$ cat src/hw/rtl/telnet_option_responder_defines.svh
// Assertion helpers for the RTL modules (used by tor_burst).
`ifndef TELNET_OPTION_RESPONDER_DEFINES_SVH
`define TELNET_OPTION_RESPONDER_DEFINES_SVH

// Checked only while out of reset.
`define TOR_ASSERT(name, prop) \
  name: assert property (@(posedge clk_i) disable iff (!rst_ni) prop) \
    else $error("tor assertion failed");

// Checked at every edge, reset included.
`define TOR_ASSERT_ALWAYS(name, prop) \
  name: assert property (@(posedge clk_i) prop) \
    else $error("tor assertion failed");

`endif

$ cat src/hw/rtl/tor_pkg.sv
package tor_pkg;

  // Telnet command codes
  localparam logic [7:0] IAC_CODE = 8'd255;
  localparam logic [7:0] CMD_WILL = 8'd251;
  localparam logic [7:0] CMD_WONT = 8'd252;
  localparam logic [7:0] CMD_DO   = 8'd253;
  localparam logic [7:0] CMD_DONT = 8'd254;
  localparam logic [7:0] CMD_SB   = 8'd250;
  localparam logic [7:0] CMD_SE   = 8'd240;

  // Option numbers that get a reply
  localparam logic [7:0] OPT_ECHO   = 8'd1;
  localparam logic [7:0] OPT_SGA    = 8'd3;
  localparam logic [7:0] OPT_TTYPE  = 8'd24;
  localparam logic [7:0] OPT_NAWS   = 8'd31;
  localparam logic [7:0] OPT_TSPEED = 8'd32;
  localparam logic [7:0] OPT_XDISP  = 8'd35;
  localparam logic [7:0] OPT_ENV    = 8'd39;

  // Size values
  localparam logic [7:0] SIZE_MAX = 8'd254;
  localparam logic [7:0] COLUMNS_RESET = 8'd80;
  localparam logic [7:0] ROWS_RESET = 8'd24;

  // Configuration register indexes
  localparam int unsigned CFG_IDX_W = 1;
  localparam logic [CFG_IDX_W-1:0] REG_WINDOW_COLUMNS = 1'd0;
  localparam logic [CFG_IDX_W-1:0] REG_WINDOW_ROWS    = 1'd1;

  // Beat index within one burst (longest burst is 18 beats)
  localparam int unsigned IDX_W = 5;

  // Positions of the size bytes in the window size reply
  localparam logic [IDX_W-1:0] NAWS_COLS_POS = 5'd7;
  localparam logic [IDX_W-1:0] NAWS_ROWS_POS = 5'd9;

  typedef enum logic [1:0] {
    ESC_IDLE  = 2'd0,
    ESC_CMD   = 2'd1,
    ESC_OPT   = 2'd2,
    ESC_SPARE = 2'd3
  } esc_pos_e;

  typedef enum logic [2:0] {
    KIND_DISPLAY,
    KIND_ECHO,
    KIND_SGA,
    KIND_TTYPE,
    KIND_NAWS,
    KIND_TSPEED,
    KIND_XDISP,
    KIND_ENV
  } kind_e;

  typedef struct packed {
    kind_e      kind;
    logic [7:0] data;
  } job_t;

  localparam logic [7:0] ECHO_REPLY [6] = '{
    8'hFF, 8'hFC, 8'h01, 8'hFF, 8'hFD, 8'h01
  };

  localparam logic [7:0] TTYPE_REPLY [16] = '{
    8'hFF, 8'hFB, 8'h18,
    8'hFF, 8'hFA, 8'h18, 8'h00, 8'h56, 8'h54, 8'h35, 8'h32, 8'hFF, 8'hF0,
    8'hFF, 8'hFE, 8'h11
  };

  localparam logic [7:0] NAWS_REPLY [12] = '{
    8'hFF, 8'hFB, 8'h1F,
    8'hFF, 8'hFA, 8'h1F, 8'h00, 8'h00, 8'h00, 8'h00, 8'hFF, 8'hF0
  };

  localparam logic [7:0] TSPEED_REPLY [18] = '{
    8'hFF, 8'hFB, 8'h20,
    8'hFF, 8'hFA, 8'h20, 8'h00,
    8'h32, 8'h34, 8'h30, 8'h30, 8'h2C, 8'h32, 8'h34, 8'h30, 8'h30,
    8'hFF, 8'hF0
  };

  // A size of 255 would look like IAC; send it as 254
  function automatic logic [7:0] clip_size(input logic [7:0] v);
    return (v == IAC_CODE) ? SIZE_MAX : v;
  endfunction

  // Number of beats produced by one job
  function automatic logic [IDX_W-1:0] reply_len(input kind_e kind);
    logic [IDX_W-1:0] len;
    case (kind)
      KIND_DISPLAY: len = 5'd1;
      KIND_ECHO:    len = 5'd6;
      KIND_SGA:     len = 5'd3;
      KIND_TTYPE:   len = 5'd16;
      KIND_NAWS:    len = 5'd12;
      KIND_TSPEED:  len = 5'd18;
      KIND_XDISP:   len = 5'd3;
      KIND_ENV:     len = 5'd3;
      default:      len = 5'd1;
    endcase
    return len;
  endfunction

  // Three-beat negotiation: IAC, command, option
  function automatic logic [7:0] short_reply(input logic [1:0] idx,
                                              input logic [7:0] cmd,
                                              input logic [7:0] opt);
    logic [7:0] b;
    case (idx)
      2'd0:    b = IAC_CODE;
      2'd1:    b = cmd;
      default: b = opt;
    endcase
    return b;
  endfunction

  // Byte for beat idx of a job
  function automatic logic [7:0] reply_byte(input kind_e kind,
                                             input logic [IDX_W-1:0] idx,
                                             input logic [7:0] data,
                                             input logic [7:0] cols,
                                             input logic [7:0] rows);
    logic [7:0] b;
    case (kind)
      KIND_DISPLAY: b = data;
      KIND_ECHO:    b = ECHO_REPLY[idx[2:0]];
      KIND_SGA:     b = short_reply(idx[1:0], CMD_DO, OPT_SGA);
      KIND_TTYPE:   b = TTYPE_REPLY[idx[3:0]];
      KIND_NAWS: begin
        if (idx == NAWS_COLS_POS) begin
          b = clip_size(cols);
        end else if (idx == NAWS_ROWS_POS) begin
          b = clip_size(rows);
        end else begin
          b = NAWS_REPLY[idx[3:0]];
        end
      end
      KIND_TSPEED:  b = TSPEED_REPLY[idx];
      KIND_XDISP:   b = short_reply(idx[1:0], CMD_WONT, OPT_XDISP);
      KIND_ENV:     b = short_reply(idx[1:0], CMD_WONT, OPT_ENV);
      default:      b = data;
    endcase
    return b;
  endfunction

endpackage

$ cat src/hw/rtl/tor_intf.sv
// Received byte channel
interface tor_rx_if;
  logic       valid;
  logic       ready;
  logic [7:0] rx_byte;

  modport source (output valid, output rx_byte, input ready);
  modport sink   (input valid, input rx_byte, output ready);
endinterface

// Result beat channel
interface tor_tx_if;
  logic       valid;
  logic       ready;
  logic [7:0] out_byte;
  logic       to_host;
  logic       last;

  modport source (output valid, output out_byte, output to_host, output last, input ready);
  modport sink   (input valid, input out_byte, input to_host, input last, output ready);
endinterface

// Configuration write channel
interface tor_cfg_if;
  logic       valid;
  logic       ready;
  logic [0:0] index;
  logic [7:0] data;

  modport source (output valid, output index, output data, input ready);
  modport sink   (input valid, input index, input data, output ready);
endinterface

$ cat src/hw/rtl/telnet_option_responder.sv
// Display bytes: job register, then result register, to tx; one byte per cycle while tx is ready.
// Escape bytes (IAC, command, unknown option) produce no beat and load no job.
// Replies: 3 to 18 beats, one per cycle from the reply sequencer while tx is ready; rx stalls
// until the last beat has left the job register.
// Reset: escape state idle, pipeline empty, window size 80 columns by 24 rows.
module telnet_option_responder
  import tor_pkg::*;
(
  input  logic      clk_i,
  input  logic      rst_ni,
  tor_rx_if.sink    rx_i,
  tor_tx_if.source  tx_o,
  tor_cfg_if.sink   cfg_i
);

  logic       job_valid;
  logic       job_ready;
  job_t       job;
  logic [7:0] cols_q;
  logic [7:0] rows_q;
  logic       cfg_write;

  // Window size registers
  assign cfg_i.ready = 1'b1;
  assign cfg_write   = cfg_i.valid && cfg_i.ready;

  always_ff @(posedge clk_i or negedge rst_ni) begin
    if (!rst_ni) begin
      cols_q <= COLUMNS_RESET;
      rows_q <= ROWS_RESET;
    end else if (cfg_write) begin
      unique case (cfg_i.index)
        REG_WINDOW_COLUMNS: cols_q <= cfg_i.data;
        REG_WINDOW_ROWS:    rows_q <= cfg_i.data;
        default: ;
      endcase
    end
  end

  tor_parser u_parser (
    .clk_i       (clk_i),
    .rst_ni      (rst_ni),
    .rx_i        (rx_i),
    .job_valid_o (job_valid),
    .job_ready_i (job_ready),
    .job_o       (job)
  );

  tor_burst u_burst (
    .clk_i       (clk_i),
    .rst_ni      (rst_ni),
    .job_valid_i (job_valid),
    .job_ready_o (job_ready),
    .job_i       (job),
    .cols_i      (cols_q),
    .rows_i      (rows_q),
    .tx_o        (tx_o)
  );

endmodule

$ cat src/hw/rtl/tor_parser.sv
module tor_parser
  import tor_pkg::*;
(
  input  logic  clk_i,
  input  logic  rst_ni,
  tor_rx_if.sink rx_i,
  output logic  job_valid_o,
  input  logic  job_ready_i,
  output job_t  job_o
);

  esc_pos_e esc_q, esc_d;
  logic     job_valid_q, job_valid_d;
  job_t     job_q, job_d;
  logic     accept;
  logic     load;
  kind_e    opt_kind;
  logic     opt_known;

  // Take a byte whenever the job register is free or draining this cycle
  assign rx_i.ready = !job_valid_q || job_ready_i;
  assign accept     = rx_i.valid && rx_i.ready;

  // Option decode
  always_comb begin
    opt_kind  = KIND_DISPLAY;
    opt_known = 1'b1;
    unique case (rx_i.rx_byte)
      OPT_ECHO:   opt_kind = KIND_ECHO;
      OPT_SGA:    opt_kind = KIND_SGA;
      OPT_TTYPE:  opt_kind = KIND_TTYPE;
      OPT_NAWS:   opt_kind = KIND_NAWS;
      OPT_TSPEED: opt_kind = KIND_TSPEED;
      OPT_XDISP:  opt_kind = KIND_XDISP;
      OPT_ENV:    opt_kind = KIND_ENV;
      default:    opt_known = 1'b0;
    endcase
  end

  // Escape state: next state
  always_comb begin
    esc_d = esc_q;
    if (accept) begin
      unique case (esc_q)
        ESC_IDLE: if (rx_i.rx_byte == IAC_CODE) esc_d = ESC_CMD;
        ESC_CMD:  esc_d = ESC_OPT;
        ESC_OPT,
        ESC_SPARE: esc_d = ESC_IDLE;
        default:  esc_d = ESC_IDLE;
      endcase
    end
  end

  // Escape state: job produced by this byte
  always_comb begin
    load       = 1'b0;
    job_d      = job_q;
    unique case (esc_q)
      ESC_IDLE: begin
        load       = accept && (rx_i.rx_byte != IAC_CODE);
        job_d.kind = KIND_DISPLAY;
      end
      ESC_CMD: begin
        load = 1'b0;
      end
      ESC_OPT, ESC_SPARE: begin
        load       = accept && opt_known;
        job_d.kind = opt_kind;
      end
      default: load = 1'b0;
    endcase
    job_d.data = rx_i.rx_byte;
  end

  always_comb begin
    if (load) begin
      job_valid_d = 1'b1;
    end else if (job_ready_i) begin
      job_valid_d = 1'b0;
    end else begin
      job_valid_d = job_valid_q;
    end
  end

  always_ff @(posedge clk_i or negedge rst_ni) begin
    if (!rst_ni) begin
      esc_q       <= ESC_IDLE;
      job_valid_q <= 1'b0;
    end else begin
      esc_q       <= esc_d;
      job_valid_q <= job_valid_d;
    end
  end

  // Job payload
  always_ff @(posedge clk_i) begin
    if (load) begin
      job_q <= job_d;
    end
  end

  assign job_valid_o = job_valid_q;
  assign job_o       = job_q;

endmodule

$ cat src/hw/rtl/tor_burst.sv
`include "telnet_option_responder_defines.svh"

module tor_burst
  import tor_pkg::*;
(
  input  logic       clk_i,
  input  logic       rst_ni,
  input  logic       job_valid_i,
  output logic       job_ready_o,
  input  job_t       job_i,
  input  logic [7:0] cols_i,
  input  logic [7:0] rows_i,
  tor_tx_if.source   tx_o
);

  logic [IDX_W-1:0] idx_q, idx_d;
  logic [IDX_W-1:0] len;
  logic             out_valid_q, out_valid_d;
  logic [7:0]       out_byte_q;
  logic             to_host_q;
  logic             last_q;
  logic             out_free;
  logic             emit;
  logic             last_beat;

  // One beat per cycle while the output register can take it
  assign len         = reply_len(job_i.kind);
  assign out_free    = !out_valid_q || tx_o.ready;
  assign emit        = job_valid_i && out_free;
  assign last_beat   = (idx_q == len - 5'd1);
  assign job_ready_o = emit && last_beat;

  always_comb begin
    idx_d = idx_q;
    if (emit) begin
      idx_d = last_beat ? '0 : idx_q + 5'd1;
    end
  end

  always_comb begin
    if (emit) begin
      out_valid_d = 1'b1;
    end else if (tx_o.ready) begin
      out_valid_d = 1'b0;
    end else begin
      out_valid_d = out_valid_q;
    end
  end

  always_ff @(posedge clk_i or negedge rst_ni) begin
    if (!rst_ni) begin
      idx_q       <= '0;
      out_valid_q <= 1'b0;
    end else begin
      idx_q       <= idx_d;
      out_valid_q <= out_valid_d;
    end
  end

  // Result register
  always_ff @(posedge clk_i) begin
    if (emit) begin
      out_byte_q <= reply_byte(job_i.kind, idx_q, job_i.data, cols_i, rows_i);
      to_host_q  <= (job_i.kind != KIND_DISPLAY);
      last_q     <= last_beat;
    end
  end

  assign tx_o.valid    = out_valid_q;
  assign tx_o.out_byte = out_byte_q;
  assign tx_o.to_host  = to_host_q;
  assign tx_o.last     = last_q;

  // Beat counter never runs past the burst
  `TOR_ASSERT(a_idx_in_range, job_valid_i |-> (idx_q < len))
  // A burst in progress keeps its job
  `TOR_ASSERT(a_idx_needs_job, (idx_q != '0) |-> job_valid_i)
  // A display byte is a single beat for the display
  `TOR_ASSERT(a_display_single,
              (emit && (job_i.kind == KIND_DISPLAY)) |=> (last_q && !to_host_q))

endmodule

$ cat src/flat_wrapper.sv
// flat-port wrapper written by rule: the top's interface ports become plain ports
module telnet_option_responder_flat import tor_pkg::*;
  (clk_i, rst_ni, rx_i_valid, rx_i_rx_byte, rx_i_ready, tx_o_valid, tx_o_out_byte, tx_o_to_host, tx_o_last, tx_o_ready, cfg_i_valid, cfg_i_index, cfg_i_data, cfg_i_ready);
  tor_rx_if rx_i_i ();
  tor_tx_if tx_o_i ();
  tor_cfg_if cfg_i_i ();
  input  logic clk_i;
  input  logic rst_ni;
  input wire logic [$bits(rx_i_i.valid)-1:0] rx_i_valid;
  input wire logic [$bits(rx_i_i.rx_byte)-1:0] rx_i_rx_byte;
  output wire logic [$bits(rx_i_i.ready)-1:0] rx_i_ready;
  output wire logic [$bits(tx_o_i.valid)-1:0] tx_o_valid;
  output wire logic [$bits(tx_o_i.out_byte)-1:0] tx_o_out_byte;
  output wire logic [$bits(tx_o_i.to_host)-1:0] tx_o_to_host;
  output wire logic [$bits(tx_o_i.last)-1:0] tx_o_last;
  input wire logic [$bits(tx_o_i.ready)-1:0] tx_o_ready;
  input wire logic [$bits(cfg_i_i.valid)-1:0] cfg_i_valid;
  input wire logic [$bits(cfg_i_i.index)-1:0] cfg_i_index;
  input wire logic [$bits(cfg_i_i.data)-1:0] cfg_i_data;
  output wire logic [$bits(cfg_i_i.ready)-1:0] cfg_i_ready;
  assign rx_i_i.valid = rx_i_valid;
  assign rx_i_i.rx_byte = rx_i_rx_byte;
  assign rx_i_ready = rx_i_i.ready;
  assign tx_o_valid = tx_o_i.valid;
  assign tx_o_out_byte = tx_o_i.out_byte;
  assign tx_o_to_host = tx_o_i.to_host;
  assign tx_o_last = tx_o_i.last;
  assign tx_o_i.ready = tx_o_ready;
  assign cfg_i_i.valid = cfg_i_valid;
  assign cfg_i_i.index = cfg_i_index;
  assign cfg_i_i.data = cfg_i_data;
  assign cfg_i_ready = cfg_i_i.ready;
  telnet_option_responder u_core (.clk_i(clk_i), .rst_ni(rst_ni), .rx_i(rx_i_i), .tx_o(tx_o_i), .cfg_i(cfg_i_i));
endmodule
$ cat config.mk
export PLATFORM = sky130hd
export DESIGN_NAME = telnet_option_responder_flat
export DESIGN_NICKNAME = d
export VERILOG_FILES = /design/src/hw/rtl/tor_pkg.sv /design/src/hw/rtl/tor_intf.sv /design/src/hw/rtl/telnet_option_responder.sv /design/src/hw/rtl/tor_parser.sv /design/src/hw/rtl/tor_burst.sv /design/src/flat_wrapper.sv
export VERILOG_INCLUDE_DIRS = /design/src /design/src/hw/rtl
export SDC_FILE = /design/constraint.sdc
export NUM_CORES = 1
export LEC_CHECK = 0
export BUFFER_PORTS_ARGS = -buffer_cell sky130_fd_sc_hd__buf_2
export CORE_MARGIN = 2
export CORE_UTILIZATION = 30
export DETAILED_ROUTE_END_ITERATION = 16
export GPL_ROUTABILITY_DRIVEN = 0
export PLACE_DENSITY = 0.48
export SLEW_MARGIN = 20
export SYNTH_ARGS = -nofsm -noshare
export SYNTH_HDL_FRONTEND = slang
export SYNTH_SLANG_ARGS = --single-unit
$ cat constraint.sdc
create_clock -name clk_i -period 2.76 [get_ports clk_i]
set_input_delay 0 -clock clk_i [delete_from_list [all_inputs] [get_ports clk_i]]
set_output_delay 0 -clock clk_i [all_outputs]
set_load 0.02 [all_outputs]
==> results.md, run 1 <==
- The clock slew seen by the registers of the worst setup and hold paths is about 0.1 ns.
- The worst setup path is of the reg -> reg kind.
- The total of buffers placed on input and output ports is 33.
- For this run, asynchronously set or reset flops after synthesis account for 0.490.
- The cell count of the worst reg-to-reg path is 10.
- The library cell used most frequently in the layout, excluding fill and tap cells, is buf_2.
- The root buffer cell is clkbuf_8.
- The summed instance area of the synthesized netlist is around 3100 um^2.
- STA classifies the critical path endpoint as a flip-flop.
- The post-layout instance count excluding filler cells is 510.
- The initial core utilization is 0.306.
- For this run the aggregate overflow at the end of global routing stands at 0.
- For the finished layout, the period the worst path requires is around 2.5 ns.
- The synthesized instance count is roughly 320.
- Power spread over the standard cell area amounts to approximately 970 nW/um^2.
- The clock insertion delay at the later pin of the skew report is 0.31 ns.
- The layout overhead on the synthesized area is 22.3%.
- After the first detailed-routing iteration, the DRC count stood at 113.
- The global-route total usage across every layer is 0.145.
- After filler insertion, the fill cell instance count of the layout stands at ~1,000.
- Clock tree synthesis found a total of slightly above 50 sinks.
- The H-tree was split into 2 levels.
- The clock tree from TritonCTS is built.
- The setup TNS after final layout is 0 ns.
- The via count of the first global-routing pass came to roughly 2,500.
- The max-slew headroom at the worst pin is 0.476.
- After legalization and detailed placement, the total HPWL measured around 5700 um.
- The max capacitance violation total is 0.
- The number of unique standard cell types used by synthesis is 55.
- Among all flip-flop cells after synthesis, the most frequent one is edfxtp_1.
- The flow ran to the end, and the final reports show no timing, DRC or antenna violations.
- The synthesized design contains roughly 50 register bits.
- The total wire length after detailed routing is 7660 um.
- Of the available clock period, the critical path in the final layout requires 0.920.
- From bottom edge to top edge, the die measures approximately 110 um.
- The most critical setup path has its startpoint at u_core.u_burst.len[0].
- The max-slew violation count is 0.
- The largest clock skew in the final design is between 0.006 and 0.007 ns.
- The portion of the post-synthesis area used by sequential elements is 0.437.
- The fraction of final layout cells sized beyond drive strength 1 is 0.222.
- The class of the most critical hold timing path is in -> reg.
- In this run the worst path has a maximum fanout of 6.
- The overall via count from detail_route is 2,568.
- The die covers between 10,000 and 15,000 um^2.
- 35 I/O pins were placed.
- Setup repair after global routing left no endpoint under its margin.
- The post-detailed-route count of antenna-violating nets is 0.
- Entering global routing, the biggest net connects 26 pins.
- After clock tree synthesis, the setup repair step added 0 buffers.
- Counting every net in the synthesized netlist gives around 350.
- The floorplan die width is about 110 um.
- The TritonCTS buffer count is 5.
- STA classifies the critical path startpoint as a flip-flop.
- The startpoint of the worst hold path is tx_o_ready.
- Including well taps, the total number of placed cells is around 490.
- The number of search-and-repair iterations in the first detailed-routing pass is 4.
- The required time at the worst-slack endpoint is 2.96 ns.
- The post-detailed-route wirelength per cell is roughly 15 um.
- The maximum clock insertion buffer count is 2.
- The initial antenna violation count came to 0.
- Setup violations remaining at the end of the flow were counted as 0.
- The worst setup slack for register-to-register paths is approximately 0.22 ns.
- The core area is approximately 10,000 um^2.
- The post-route DRC violation count is 0.
- The number of antenna repair diodes is 0.
- In this run the static leakage power is roughly 1.6 nW.
- The startpoint of the most critical register-to-register path is u_core.u_burst.len[0].
- The number of warnings issued by yosys is 0.
- VDD sags by at most about 0.33 mV.
- The initialized floorplan defines 37 standard-cell rows.
- The global-route wire length before repair is 13,000 um.
- At the pin with the least slew margin, the transition time is ~0.78 ns.
- The final count of hold timing violations is 0.
- Data on the critical path arrives at its endpoint at about 2.7 ns.
- Along the worst hold path, the cell count comes to 3.
- In the layout the commonest cells are buf_2, o21ai_0, nand2_1.
- Based on the critical path, the design can be clocked at up to about 0.4 GHz.
- Yosys mapped a number of flops with a built-in enable equal to 21.
- The post-synthesis average cell area is around 9.8 um^2.
- In the routed layout, each cell is associated on average with a via count of roughly 5.0.
- After the last flow step, the layout net total stands at about 400.
[through the flow]
step / setup slack (ns) / power [mW] / hold slack [ns] / util / area, um^2
after detailed placement: 0.158 / 3.04 / 0.0554 / 0.343 / 3490
after global routing: 0.00232 / 3.97 / 0.0538 / 0.374 / 3810
after CTS: 0.147 / 3.71 / 0.0228 / 0.373 / 3800
final: 0.220 / 3.69 / 0.0143 / 0.374 / 3810
after floorplan: 0.236 / 2.48 / -0.296 / - / 3110
after global placement: 0.285 / 3.04 / 0.0482 / 0.343 / 3490
[critical path, stage by stage, from the launching register on]
cell,delay (ns)
dfxtp_1,0.34
inv_1,0.06
ha_1,0.17
nor4bb_1,0.30
o211ai_1,0.16
a211oi_4,0.35
o221ai_4,0.20
mux2i_2,0.33
inv_1,0.08
ha_1,0.19
mux2_4,0.25
[per-layer routing]
layer | part of all wire | track usage | vias to the layer above
li1 | - | - | 1272
met1 | 0.50 | 0.203 | 1244
met2 | 0.46 | 0.237 | 46
met3 | 0.028 | 0.0223 | 6
met4 | 0.0085 | 0.0338 | 0
met5 | 0 | 0 | -
[final cells by class]
cell class / instances / area (um^2) / area share
clock inverters: 3 / 71.3 / 0.0187
clock buffers: 5 / 68.8 / 0.0181
multi-input cells: 236 / 1640 / 0.430
inverters: 15 / 56.3 / 0.0148
well taps: 136 / 170 / 0.0447
repair buffers: 64 / 440 / 0.116
flip-flops and latches: 51 / 1360 / 0.358
[sequential cells by signal (all words and copies together) (netlist names)]
signal	count
u_core.cols_q	8
u_core.rows_q	8
u_core.u_burst.idx_q	5
u_core.u_burst.len	5
u_core.u_burst.tx_o.last	1
u_core.u_burst.tx_o.out_byte	8
u_core.u_burst.tx_o.to_host	1
u_core.u_burst.tx_o.valid	1
u_core.u_parser.esc_q	2
u_core.u_parser.job_o	11
u_core.u_parser.job_valid_o	1
[power breakdown]
part	leakage [nW]	total (mW)	switching (mW)	internal, mW
sequential	0.533	1.24	0.174	1.06
clock	0.0703	0.638	0.270	0.368
combinational	0.976	1.81	1.05	0.759
total	1.58	3.69	1.50	2.19
[Yosys cell counts, types with 4 or more instances]
| cell | n | area share |
|---|---|---|
| o21ai_0 | 26 | 0.042 |
| o21a_1 | 4 | 0.0096 |
| nand2b_1 | 9 | 0.018 |
| dfstp_2 | 4 | 0.034 |
| dfrtp_1 | 21 | 0.17 |
| nor2_1 | 22 | 0.027 |
| a31oi_1 | 6 | 0.012 |
| a21oi_1 | 22 | 0.035 |
| nand2_1 | 23 | 0.028 |
| mux2i_1 | 4 | 0.013 |
| and2_1 | 5 | 0.010 |
| dfxtp_1 | 5 | 0.032 |
| nor2b_1 | 9 | 0.018 |
| nand3_1 | 8 | 0.013 |
| mux2_2 | 17 | 0.061 |
| inv_1 | 15 | 0.018 |
| edfxtp_1 | 21 | 0.20 |
| nor3_1 | 5 | 0.0080 |
| a21o_1 | 4 | 0.0096 |
| o211ai_1 | 5 | 0.012 |
| clkbuf_1 | 12 | 0.014 |
| ha_1 | 12 | 0.048 |
[worst paths after layout]
path | to
max reg2reg | u_core.u_burst.len[4]
max in group asynchronous | u_core.u_parser.esc_q[0]
min in group asynchronous | u_core.cols_q[0]
min | u_core.u_burst.tx_o.valid
max | u_core.u_burst.len[4]
min reg2reg | u_core.rows_q[0]
[cell families after synthesis]
| logic type | count (synthesis) | share of synthesized area |
|---|---|---|
| AND/OR/NAND/NOR | 98 | 0.162 |
| AO/OA/AOI/OAI | 96 | 0.213 |
| flip-flops | 51 | 0.437 |
| buffers and inverters | 30 | 0.0378 |
| multiplexers | 23 | 0.0840 |
| adder cells (fa/ha/maj) | 12 | 0.0482 |
| XOR/XNOR | 6 | 0.0169 |
| other | 1 | 0.00120 |
[timing repair]
action / CTS / global route
hold buffers: 17 / 0
resized for setup: 0 / 1
hold endpoints to repair: 45 / 0
endpoints found under the setup margin: 0 / 2
No activity file was read; power rests on OpenSTA's default activity.
==> run 2, diff against run 1 <==
- SYNTH_HIERARCHICAL: not set -> 1
==> run 2 against run 1 <==
  * Non-clock buffer count grew 19
  * Clock skew grew 0.0080 ns
  * Register-to-register slack lost 0.17 ns
  * Cell area grew 7.8%
  * Via count grew 5.5%
  * Sequential power shrank 15%
  * Sequential share of layout area shrank 5.0 points
==> results.md, run 2 <==
- The CTS sink count is 46.
- The number of failing setup endpoints in the final timing report is 0.
- The initial antenna violation count is 0.
- Buffers inserted during clock tree synthesis total 5.
- The flow ran to the end, and the final reports show no timing, DRC or antenna violations.
- The row count is 38.
- The synthesized instance count is between 300 and 400.
- The required time at the worst-slack endpoint is 2.77 ns.
- In the global route stage, overall resource usage came out at 0.157.
- The peak clock frequency supported by timing is roughly 0.37 GHz.
- STA classifies the critical path endpoint as a flip-flop.
- In this run the static leakage power is 1.63 nW.
- Compared with the post-synthesis result, the final layout area differs by 25.4%.
- Clock-pin slew was measured on the worst setup and hold paths at about 0.080 ns.
- The number of register bits inferred by synthesis is 46.
- The top cell types in the final layout, fill and taps aside, are buf_4, buf_2, nand2_1.
- The cell type of the slowest stage on the worst timing path is edfxtp_1.
- Using the TritonRoute via totals, the vias-per-cell ratio works out to roughly 5.
- The post-synthesis average cell area is 10.0 um^2.
- The post-place setup slack is 0.00709 ns.
- The maximum clock insertion buffer count is 2.
- The post-detailed-route count of antenna-violating nets is 0.
- The share of the Yosys chip area taken by registers is 0.385.
- In this run the worst hold path is classified as in -> reg.
- During placement, the flow inserted port buffers numbering 33.
- The initial core utilization is 0.305.
- The kind of critical path is reg -> reg.
- The number of warnings issued by yosys is 6.
- The floorplan die width is 108 um.
- The global routing stage identified its most utilized layer as met2.
- The clock reaches the later pin of the worst-skew pair after 0.31 ns.
- The core utilization of the finished layout is 0.382.
- The final layout contains routed wiring with a total length of about 8600 um.
- The leading cell type by number of instances after synthesis is nand2_1.
- In this run the number of H-tree levels came out at 2.
- The net count of the mapped netlist is 364.
- The die is about 110 um tall.
- The post-route DRC violation count is 0.
- Global routing finished with a remaining overflow of 0.
- For this run, the leading register cell type out of synthesis is edfxtp_1.
- The power density normalized to cell area is just under 800 nW/um^2.
- For the worst setup path, the data arrival time is around 2.7 ns.
- The cell area that synthesis handed to floorplanning was 3270 um^2.
- The number of search-and-repair iterations in the first detailed-routing pass is 4.
- The most numerous cell type found on the critical path is ha_4.
- The fraction of final layout cells sized beyond drive strength 1 is 0.335.
- Entering global routing, the biggest net connects 26 pins.
- The measured slew at the worst slew-check pin is about 0.67 ns.
- In this run the clock root is driven by a clkbuf_8.
- The most frequent standard cell in the layout excluding fill and tap cells is buf_4.
- The cell count after placement is about 510.
- By area the synthesized netlist is led by edfxtp_1, dfrtp_1, ha_1.
- STA classifies the critical path startpoint as a flip-flop.
- The I/O pin count is 35.
- The first-iteration detailed-routing DRC count is 203.
- The register with the most flip-flops in the layout has 11 of them.
- The via count of the first global-routing pass is roughly 2,700.
- The final worst setup slack is between 0.04 and 0.05 ns.
- The max-slew violation count is 0.
- The fill cell total of the finished layout is between 1,000 and 1,500.
- The met3 routing resource usage after global routing is 0.0253.
- The clock tree from TritonCTS is built.
- The async set or reset register ratio after synthesis is 0.543.
- The global-route wire length before repair is approximately 14,000 um.
- The final cycle utilization of the critical path is 0.982.
- Setup repair after global routing could not meet its margin everywhere.
- In the global route stage, met2 resource usage came out at 0.237.
- The max-slew headroom at the worst pin is 0.555.
- On the final layout, the worst clock skew is ~0.015 ns.
- The area occupied by multi-input gates is ~1900 um^2.
- The total area of sequential cells is between 1000 and 1500 um^2.
- Leaving out filler cells and counting taps, the final layout contains 537.
- The routed layout has ~2,700 vias.
- The largest single stage delay on the critical path is around 0.4 ns.
- The core area is roughly 11,000 um^2.
- The maximum ir drop on the vdd rail is roughly 0.25 mV.
- The post-route minimum period is between 2 and 3 ns.
- The final hold slack is between 0.015 and 0.02 ns.
- The post-detailed-placement half-perimeter wirelength is 6420 um.
- The met1 demand-to-capacity share in global routing is 0.232.
- Summed over all instances, the cell type with the most area after synthesis is edfxtp_1.
- Traced cell by cell, the critical path runs through inv_2, ha_4, a21oi_2, ha_2, ha_4, xor2_2, nand4b_4, nor4_4, nand2b_4, nand2_4, nor2_4, o311a_4.
- The maximum fanout count along the critical path is 8.
- The number of antenna repair diodes is 0.
- The share of synthesized area in the top cell type comes to 0.193.
- After detailed routing, the average wire length per cell comes to about 16 um.
- Max-cap violations in this run came to 0.
- Yosys mapped a number of flops with a built-in enable equal to 21.
- The total number of nets in the final design is 434.
- The synthesized netlist contains 70 unique library cells.
- The die footprint is between 10,000 and 15,000 um^2.
- Counting instances in the post-synthesis netlist gives the leading cell types as nand2_1, nor2_1, dfrtp_1, edfxtp_1, a21oi_1.
- The final count of hold timing violations is 0.
run 2: cell count changes after synthesis, moves of 5 or more:
cell,change
mux2_4,+6
o21ai_0,-12
mux2_2,-9
nand2_1,+7
o22ai_1,+5
buf_4,+5
buf_6,+8
inv_1,-7
dfxtp_1,-5
clkbuf_1,-10
run 2: final timing paths:
check / from / to / slack, ns / cells after the start
setup / recovery: u_core/u_parser/job_o[9] / u_core/u_parser/job_o[5] / 0.05 / 12
hold / removal: rx_i_rx_byte[0] / u_core/u_parser/job_o[0] / 0.02 / 1
setup reg to reg: u_core/u_parser/job_o[9] / u_core/u_parser/job_o[5] / 0.05 / 12
hold reg to reg: u_core/u_burst/tx_o.valid / u_core/u_burst/tx_o.valid / 0.52 / 2
max in group asynchronous: rst_ni / u_core/rows_q[6] / 2.12 / 2
min in group asynchronous: rst_ni / u_core/u_burst/idx_q[4] / 0.22 / 2
run 2: cell families (layout without fill, tap and decap cells):
group | count (synthesis) | after routing | share of synthesized area
multiplexers | 18 | 18 | 0.0703
XOR/XNOR | 5 | 5 | 0.0134
buffers and inverters | 30 | 101 | 0.0608
other | 1 | 1 | 0.00115
AND/OR/NAND/NOR | 122 | 122 | 0.217
flip-flops | 46 | 46 | 0.385
adder cells (fa/ha/maj) | 16 | 16 | 0.0611
AO/OA/AOI/OAI | 88 | 88 | 0.191
run 2: layer usage:
layer / part of all wire / routed length, um / up-vias
met5: 0 / 0 / -
met4: 0.016 / 136 / 0
met3: 0.046 / 396 / 10
met2: 0.45 / 3840 / 73
met1: 0.49 / 4220 / 1275
li1: - / - / 1351
run 2: cell type report:
class,instances,share of cell area
Clock inverter,2,0.00914
Clock buffer,6,0.0177
Sequential cell,46,0.307
Tap cell,140,0.0427
Timing Repair Buffer,83,0.141
Multi-Input combinational cell,250,0.473
Inverter,10,0.00914
run 2: metrics by stage:
step / cell area (um^2) / TNS, ns / total power, mW
5_1_grt: 4110 / -1.22 / 3.50
3_5_place_dp: 3790 / 0 / 2.72
2_1_floorplan: 3390 / -0.603 / 2.21
3_3_place_gp: 3790 / 0 / 2.72
4_1_cts: 4080 / 0 / 3.27
6_report: 4110 / 0 / 3.26
run 2: what timing repair did:
| item | in CTS | in global routing |
|---|---|---|
| endpoints found under the hold margin | 44 | 0 |
| setup buffers | 3 | 2 |
| setup endpoints to repair | 8 | 12 |
| resized for setup | 0 | 2 |
| hold buffers | 16 | 0 |
run 2: worst max-delay path: cells and delay by family, from the launching register on:
kind / cells / cell delay, ns
AOI/OAI and AO/OA: 2 / 0.38
xor gates and xnor gates: 1 / 0.19
adders and majority gates: 3 / 0.64
buffers and inverters: 1 / 0.15
DFF: 1 / 0.41
and+or+nand+nor: 5 / 0.66
run 2: report_power, final:
part	leakage, nW	switching [mW]	internal (mW)
clock network	0.0514	0.244	0.271
registers	0.481	0.150	0.900
logic	1.10	0.977	0.719
total	1.63	1.37	1.89
